===== src/design/bss_pkg.sv =====
package bss_pkg;

    localparam int BYTE_W    = 8;
    localparam int PAT_W     = 64;
    localparam int LEN_W     = 4;
    localparam int POS_W     = 17;
    localparam int CFG_IDX_W = 2;

    // configuration register indexes
    localparam logic [CFG_IDX_W-1:0] CFG_PATTERN_BYTES = 2'd0;
    localparam logic [CFG_IDX_W-1:0] CFG_PATTERN_LEN   = 2'd1;
    localparam logic [CFG_IDX_W-1:0] CFG_SKIP_MATCH    = 2'd2;
    localparam logic [CFG_IDX_W-1:0] CFG_SEARCH_LAST   = 2'd3;

    typedef struct packed {
        logic [BYTE_W-1:0] text_byte;
        logic              last_byte;
    } bss_in_t;

    typedef struct packed {
        logic             found;
        logic [POS_W-1:0] position;
        logic             overflow;
    } bss_out_t;

    // True when the window byte sitting 'back' places behind the newest one
    // agrees with the pattern, or lies outside the active pattern length.
    function automatic logic byte_ok(
        input logic [PAT_W-1:0]  pattern,
        input logic [LEN_W-1:0]  len,
        input logic [2:0]        back,
        input logic [BYTE_W-1:0] wnd_byte
    );
        logic [LEN_W-1:0] sel;
        logic             ok;
        sel = len - 4'd1 - {1'b0, back};
        if ({1'b0, back} >= len) begin
            ok = 1'b1;
        end
        else begin
            ok = (wnd_byte == pattern[{sel[2:0], 3'b000} +: BYTE_W]);
        end
        return ok;
    endfunction

endpackage


===== src/design/bss_cell.sv =====
module bss_cell
    import bss_pkg::*;
#(
    parameter int BACK = 1
) (
    input  logic              clk,
    input  logic              shift_en,
    input  logic [BYTE_W-1:0] byte_in,
    input  logic [PAT_W-1:0]  pattern,
    input  logic [LEN_W-1:0]  len,
    output logic [BYTE_W-1:0] byte_out,
    output logic              ok
);

    logic [BYTE_W-1:0] wnd_reg;

    // hold one window byte, pass it on to the next cell as a new byte arrives
    always_ff @(posedge clk)
    begin
        if (shift_en)
        begin
            wnd_reg <= byte_in;
        end
    end

    assign byte_out = wnd_reg;
    assign ok       = byte_ok(pattern, len, 3'(BACK), wnd_reg);

endmodule


===== src/design/byte_substring_search.sv =====
// Streaming byte pattern search.
// Input channel: one text byte per word (in_valid / in_stall), last_byte marks
// the final byte of a text. Output channel: one word per text (out_valid /
// out_stall) carrying found, position and overflow, issued for the word that
// carried last_byte. Configuration: cfg_write with cfg_index and cfg_data,
// taken at any edge where cfg_write is high; write only between texts.
// Throughput: one text byte per cycle, except while a last byte is stalled. A row
// of MAX_PATTERN-1 cells holds the most recent bytes; every cell compares its byte
// in parallel, so a match is found in the cycle its final byte is accepted.
// Latency: the result word is valid the cycle after the last byte is accepted.
// Stall: the output register holds its word while out_stall is high; ordinary
// bytes keep flowing, only a new last byte is stalled until the word leaves.
// Reset: clears configuration (empty pattern, first-match, report start), the
// byte counter and the recorded match, and drops any pending result.
// Texts longer than MAX_TEXT bytes saturate the counter and set overflow.
module byte_substring_search
    import bss_pkg::*;
#(
    parameter int              MAX_PATTERN = 8,
    parameter longint unsigned MAX_TEXT    = 65536
) (
    input  logic                 clk,
    input  logic                 rst_n,
    input  logic                 in_valid,
    output logic                 in_stall,
    input  bss_in_t              in_data,
    output logic                 out_valid,
    input  logic                 out_stall,
    output bss_out_t             out_data,
    input  logic                 cfg_write,
    input  logic [CFG_IDX_W-1:0] cfg_index,
    input  logic [PAT_W-1:0]     cfg_data
);

    localparam int CNT_W = $clog2(MAX_TEXT + 1);
    localparam int SUM_W = (CNT_W + 1 > POS_W) ? CNT_W + 1 : POS_W;

    logic [PAT_W-1:0] pattern_reg;
    logic [LEN_W-1:0] len_reg;
    logic             skip_reg;
    logic             search_last_reg;

    logic [CNT_W-1:0] count_reg, count_next;
    logic             seen_reg, seen_next;
    logic [POS_W-1:0] index_reg, index_next;
    logic             ovf_reg, ovf_next;

    logic             out_valid_reg, out_valid_next;
    bss_out_t         out_data_reg, out_data_next;

    logic             in_fire;
    logic [LEN_W-1:0] len_eff;
    logic [BYTE_W-1:0] chain [0:MAX_PATTERN-1];
    logic [MAX_PATTERN-1:0] ok;
    logic             idx_valid;
    logic [SUM_W-1:0] end_pos;
    logic [SUM_W-1:0] rep_pos;
    logic             match;

    assign in_stall = out_valid_reg & out_stall & in_data.last_byte;
    assign in_fire  = in_valid & ~in_stall;
    assign len_eff  = (len_reg > LEN_W'(MAX_PATTERN)) ? LEN_W'(MAX_PATTERN) : len_reg;

    // newest byte is compared straight from the input
    assign chain[0] = in_data.text_byte;
    assign ok[0]    = byte_ok(pattern_reg, len_eff, 3'd0, in_data.text_byte);

    genvar j;
    generate
        for (j = 0; j < MAX_PATTERN - 1; j++)
        begin : g_cell
            bss_cell #(
                .BACK(j + 1)
            ) u_cell (
                .clk     (clk),
                .shift_en(in_fire),
                .byte_in (chain[j]),
                .pattern (pattern_reg),
                .len     (len_eff),
                .byte_out(chain[j+1]),
                .ok      (ok[j+1])
            );
        end
    endgenerate

    assign idx_valid = (count_reg < CNT_W'(MAX_TEXT));
    assign end_pos   = SUM_W'(count_reg) + SUM_W'(1);
    assign rep_pos   = skip_reg ? end_pos : end_pos - SUM_W'(len_eff);
    assign match     = (len_eff != '0) && idx_valid && (end_pos >= SUM_W'(len_eff)) && (&ok);

    always_comb
    begin
        count_next     = count_reg;
        seen_next      = seen_reg;
        index_next     = index_reg;
        ovf_next       = ovf_reg;
        out_valid_next = out_valid_reg & out_stall;
        out_data_next  = out_data_reg;
        if (in_fire)
        begin
            if (idx_valid)
            begin
                count_next = end_pos[CNT_W-1:0];
            end
            else
            begin
                ovf_next = 1'b1;
            end
            // record the match: first one only, or every one in last-match mode
            if (match && (!seen_reg || search_last_reg))
            begin
                seen_next  = 1'b1;
                index_next = rep_pos[POS_W-1:0];
            end
            if (in_data.last_byte)
            begin
                out_valid_next = 1'b1;
                if (len_eff == '0)
                begin
                    out_data_next.found    = 1'b1;
                    out_data_next.position = '0;
                end
                else
                begin
                    out_data_next.found    = seen_next;
                    out_data_next.position = seen_next ? index_next : '0;
                end
                out_data_next.overflow = ovf_next;
                // drop per-text state for the next text
                count_next = '0;
                seen_next  = 1'b0;
                index_next = '0;
                ovf_next   = 1'b0;
            end
        end
    end

    always_ff @(posedge clk or negedge rst_n)
    begin
        if (!rst_n)
        begin
            pattern_reg     <= '0;
            len_reg         <= '0;
            skip_reg        <= 1'b0;
            search_last_reg <= 1'b0;
        end
        else if (cfg_write)
        begin
            unique case (cfg_index)
                CFG_PATTERN_BYTES: pattern_reg     <= cfg_data;
                CFG_PATTERN_LEN:   len_reg         <= cfg_data[LEN_W-1:0];
                CFG_SKIP_MATCH:    skip_reg        <= cfg_data[0];
                CFG_SEARCH_LAST:   search_last_reg <= cfg_data[0];
                default:           pattern_reg     <= pattern_reg;
            endcase
        end
    end

    always_ff @(posedge clk or negedge rst_n)
    begin
        if (!rst_n)
        begin
            count_reg     <= '0;
            seen_reg      <= 1'b0;
            index_reg     <= '0;
            ovf_reg       <= 1'b0;
            out_valid_reg <= 1'b0;
        end
        else
        begin
            count_reg     <= count_next;
            seen_reg      <= seen_next;
            index_reg     <= index_next;
            ovf_reg       <= ovf_next;
            out_valid_reg <= out_valid_next;
        end
    end

    always_ff @(posedge clk)
    begin
        out_data_reg <= out_data_next;
    end

    assign out_valid = out_valid_reg;
    assign out_data  = out_data_reg;

endmodule


===== config.mk =====
export PLATFORM = sky130hd
export DESIGN_NAME = byte_substring_search
export DESIGN_NICKNAME = d
export VERILOG_FILES = /design/src/design/bss_pkg.sv /design/src/design/bss_cell.sv /design/src/design/byte_substring_search.sv
export SDC_FILE = /design/constraint.sdc
export NUM_CORES = 1
export LEC_CHECK = 0
export BUFFER_PORTS_ARGS = -buffer_cell sky130_fd_sc_hd__buf_2
export CORE_MARGIN = 2
export CORE_UTILIZATION = 45
export CTS_CLUSTER_SIZE = 14
export DETAILED_ROUTE_END_ITERATION = 8
export PLACE_DENSITY = 0.71
export SLEW_MARGIN = 0
export SYNTH_ARGS = -nofsm -noshare
export SYNTH_HDL_FRONTEND = slang
export SYNTH_SLANG_ARGS = --single-unit
export TNS_END_PERCENT = 30

===== constraint.sdc =====
create_clock -name clk -period 7.2 [get_ports clk]
set_input_delay 2.16 -clock clk [delete_from_list [all_inputs] [get_ports clk]]
set_output_delay 2.16 -clock clk [all_outputs]
set_load 0.1 [all_outputs]

==> metrics.csv <==
stage;metric;value;unit
placed_design;numPlacedInstances;1592;
placed_design;place.gp.congestion;1.00;
sta;tightestPinTransition;1.20;ns
drt;top_layer_used;met4;
floorplanning;coreArea;27900;um^2
critical_path;worstSetupEndpointType;flip-flop;
floorplanning;die_height;172;um
power_and_ir_drop;seq_power_share;31.6;%
sta;max_slew_margin;20.0;%
clock_tree;clk_pin_slew;0.08;ns
floorplanning;initial_utilization;45.7;%
status;run_status;finished, final reports clean;
sta;post_route_skew;0.0207;ns
logic_synthesis;dominantRegCellSynth;sky130_fd_sc_hd__dfrtp_1;
critical_path;critPathArrivalTime;6.12;ns
sta;totalNegativeSetupSlack;0;ns
clock_tree;insertion_delay;0.47;ns
floorplanning;io-pin-count;101;
critical_path;slowest_stage;sky130_fd_sc_hd__xnor3_1;
power_and_ir_drop;power_per_cell_area;317;nW/um^2
cells_and_area;layout.cells.most_common;sky130_fd_sc_hd__mux2i_1;
clock_tree;cts_made_buffers;17;
critical_path;cell_family_contributing_the_most_delay_on_the_critical_path;buffers and inverters;
critical_path;cp_cell_sequence;nor2b_4, buf_4, ha_1, buf_4, inv_1, xnor3_1, mux4_2, xor2_1, nand2_1, a2111oi_2, nand4_1, a22oi_2, o2111ai_4, buf_4, mux2i_1, nor2_1;
sta;fmax;169;MHz
clock_tree;tritoncts;built;
clock_tree;cts.root.buffer_cell;sky130_fd_sc_hd__clkbuf_16;
sta;final.hold.worst_slack;0.476;ns
critical_path;timing_worst_setup_path_type;reg2reg;
cells_and_area;final_cell_mix;115 x sky130_fd_sc_hd__mux2i_1, 105 x sky130_fd_sc_hd__dfrtp_1, 99 x sky130_fd_sc_hd__buf_2;
logic_synthesis;yosysWarningCount;0;
critical_path;timing.critical_path.buf_inv;4;
power_and_ir_drop;psw;1.90;mW
logic_synthesis;postSynthRegisterBits;182;
job;max-cap-violations;0;
drt;detail_route.vias_per_cell;6.33;
critical_path;worstSetupStartpointType;flip-flop;
global_routing;grt_remaining_overflow;0;
clock_tree;clock_tree.buffer_depth;2;
drt;dr.first_iter.drc_count;1433;
clock_tree;cts.repair.resized;0;
power_and_ir_drop;total_leakage_power;5.55;nW
drt;wl;37000;um
clock_tree;cts_num_sinks;182;
logic_synthesis;synth_cell_types;90;
placed_design;hpwlAfterDp;26300;um
global_routing;grt_max_degree;75;
sta;timing.final.hold_violations;0;
cells_and_area;final_util;50.2;%
drt;drt-wirelength-per-cell;22.8;um
drt;met2RoutedLength;16200;um
sta;setup_viol;0;
clock_tree;cts-hold-fix-buffers;0;
power_and_ir_drop;p_int;2.54;mW
global_routing;grt_util_all_layers;25.8;%
cells_and_area;final_net_count;1322;
sta;min_period;5.90;ns
power_and_ir_drop;pwr-share-comb;46.4;%
drt;number_of_remaining_drc_errors;0;
placed_design;numPortBuffers;100;
cells_and_area;drive_gt1_share;23.4;%
critical_path;path_common_cell;sky130_fd_sc_hd__buf_4;
power_and_ir_drop;power.share.clock;21.9;%
sta;report.final.slew_viol_count;0;
logic_synthesis;post_synth_instance_area;12700;um^2
global_routing;wire_length_of_the_first_global_routing_pass;57400;um
sta;final.period_utilization;82.0;%
drt;detailedRoute.firstPassIterationCount;6;
clock_tree;h_tree_lvls;4;
logic_synthesis;number_of_enable_type_register_cells_in_the_synthesized_netlist;75;
logic_synthesis;netlist_instances;1192;
floorplanning;die_area;29700;um^2
cells_and_area;signed_area_change_from_the_synthesized_netlist_to_the_final_layout;9.92;%
power_and_ir_drop;vdd_ir_drop_max;0.000225;V
critical_path;critPathRequiredTime;7.41;ns
global_routing;antenna_found_initial;0;
floorplanning;core_rows;61;
global_routing;via_count_of_the_first_global_routing_pass;9680;
sta;setup_repair_after_global_routing_missed_its_margin;false;
cells_and_area;largest_reg_flops;64;
cells_and_area;antenna_diode_instance_count;0;
clock_tree;post-cts-setup-buffers;0;
critical_path;cp_slowest_stage_delay;0.98;ns
logic_synthesis;synth_async_sr_flop_share;58.8;%
cells_and_area;layout.cells.non_filler;1624;
drt;dr_wl_met3;3690;um
logic_synthesis;post_synth.cell_area_avg;10.7;um^2
critical_path;timing.critical_path.fanout_max;51;
drt;dr_total_vias;10272;
floorplanning;floorplan.die.width;172;um
hold_path;worst_hold_path_type;reg2reg;
drt;drtAntennaViolNets;0;
logic_synthesis;syn_nets;1281;
logic_synthesis;synth_sequential_area_ratio;38.7;%
power_and_ir_drop;power.switching_fraction;42.8;%
drt;routedLengthMet1;16100;um
==> worst reg2reg max path, delay by kind of cell, from the launching register on <==
| kind | cells | cell delay [ns] |
|---|---|---|
| and+or+nand+nor | 4 | 0.53 |
| AOI/OAI and AO/OA | 3 | 0.69 |
| adders and majority gates | 1 | 0.25 |
| muxes | 2 | 0.88 |
| xor gates and xnor gates | 2 | 1.16 |
| buffers and inverters | 4 | 1.50 |
| DFF | 1 | 0.64 |
==> final timing paths <==
path / startpoint / endpoint / slack, ns / cells after the start
worst max-delay path: len_reg[0] / out_data[10] / 1.30 / 16
worst min-delay path: g_cell[2].u_cell.byte_out[7] / g_cell[3].u_cell.byte_out[7] / 0.48 / 0
worst max register to register: len_reg[0] / out_data[10] / 1.30 / 16
worst min register to register: g_cell[2].u_cell.byte_out[7] / g_cell[3].u_cell.byte_out[7] / 0.48 / 0
max in group asynchronous: rst_n / len_reg[0] / 4.25 / 2
min in group asynchronous: rst_n / pattern_reg[42] / 1.79 / 1
==> cells in the mapped netlist, types with 24 or more instances <==
cell / instances / share of area, %
sky130_fd_sc_hd__a21oi_1: 34 / 1.3
sky130_fd_sc_hd__o22ai_1: 27 / 1.3
sky130_fd_sc_hd__clkbuf_1: 38 / 1.1
sky130_fd_sc_hd__o21ai_0: 36 / 1.4
sky130_fd_sc_hd__nor2_1: 58 / 1.7
sky130_fd_sc_hd__xnor2_1: 50 / 3.4
sky130_fd_sc_hd__nand2_1: 90 / 2.7
sky130_fd_sc_hd__nand3_1: 24 / 0.94
sky130_fd_sc_hd__edfxtp_1: 75 / 18
sky130_fd_sc_hd__dfrtp_1: 107 / 21
sky130_fd_sc_hd__mux2i_1: 115 / 9.0
sky130_fd_sc_hd__nand3b_1: 26 / 1.5
sky130_fd_sc_hd__mux2_2: 93 / 8.2
sky130_fd_sc_hd__xor2_1: 53 / 3.6
sky130_fd_sc_hd__buf_2: 34 / 1.3
sky130_fd_sc_hd__mux4_2: 25 / 4.4
==> area by class of cell <==
| cell class | instances | area [um^2] |
|---|---|---|
| Fill cell | 2501 | 13900 |
| Multi-Input combinational cell | 894 | 7250 |
| Sequential cell | 182 | 4930 |
| Timing Repair Buffer | 116 | 623 |
| Tap cell | 378 | 473 |
| Clock buffer | 17 | 425 |
| Clock inverter | 15 | 204 |
| Inverter | 22 | 82.6 |
==> logic make-up after synthesis <==
group / count (synthesis) / synth area share (%)
AND/OR/NAND/NOR: 309 / 12.9
AO/OA/AOI/OAI: 234 / 13.2
multiplexers: 233 / 21.7
flip-flops: 182 / 38.7
buffers and inverters: 116 / 4.46
XOR/XNOR: 108 / 7.93
adder cells (fa/ha/maj): 10 / 1.02
==> routing by layer <==
layer  vias up  GRT usage, %
met1      5089          37.3
met4         0          8.62
met3        66          5.95
met2       552          38.2
met5         -             0
li1       4565             -
==> through the flow <==
| stage | instance area [um^2] | setup WS [ns] | power, mW |
|---|---|---|---|
| floorplan | 12700 | 2.15 | 2.87 |
| global placement | 13400 | 1.54 | 3.40 |
| detailed placement | 13400 | 1.44 | 3.43 |
| CTS | 14000 | 1.39 | 4.41 |
| global route | 14000 | 1.02 | 4.64 |
| finish | 14000 | 1.30 | 4.44 |
==> power groups by stage <==
| stage | clock network (mW) | logic (mW) | registers, mW |
|---|---|---|---|
| final | 0.975 | 2.06 | 1.40 |
| after global routing | 1.03 | 2.19 | 1.42 |
| after CTS | 0.993 | 2.02 | 1.39 |
| after detailed placement | 0 | 2.01 | 1.41 |
| after global placement | 0 | 1.98 | 1.41 |
| after floorplan | 0 | 1.54 | 1.33 |
No activity file was read; power rests on OpenSTA's default activity.
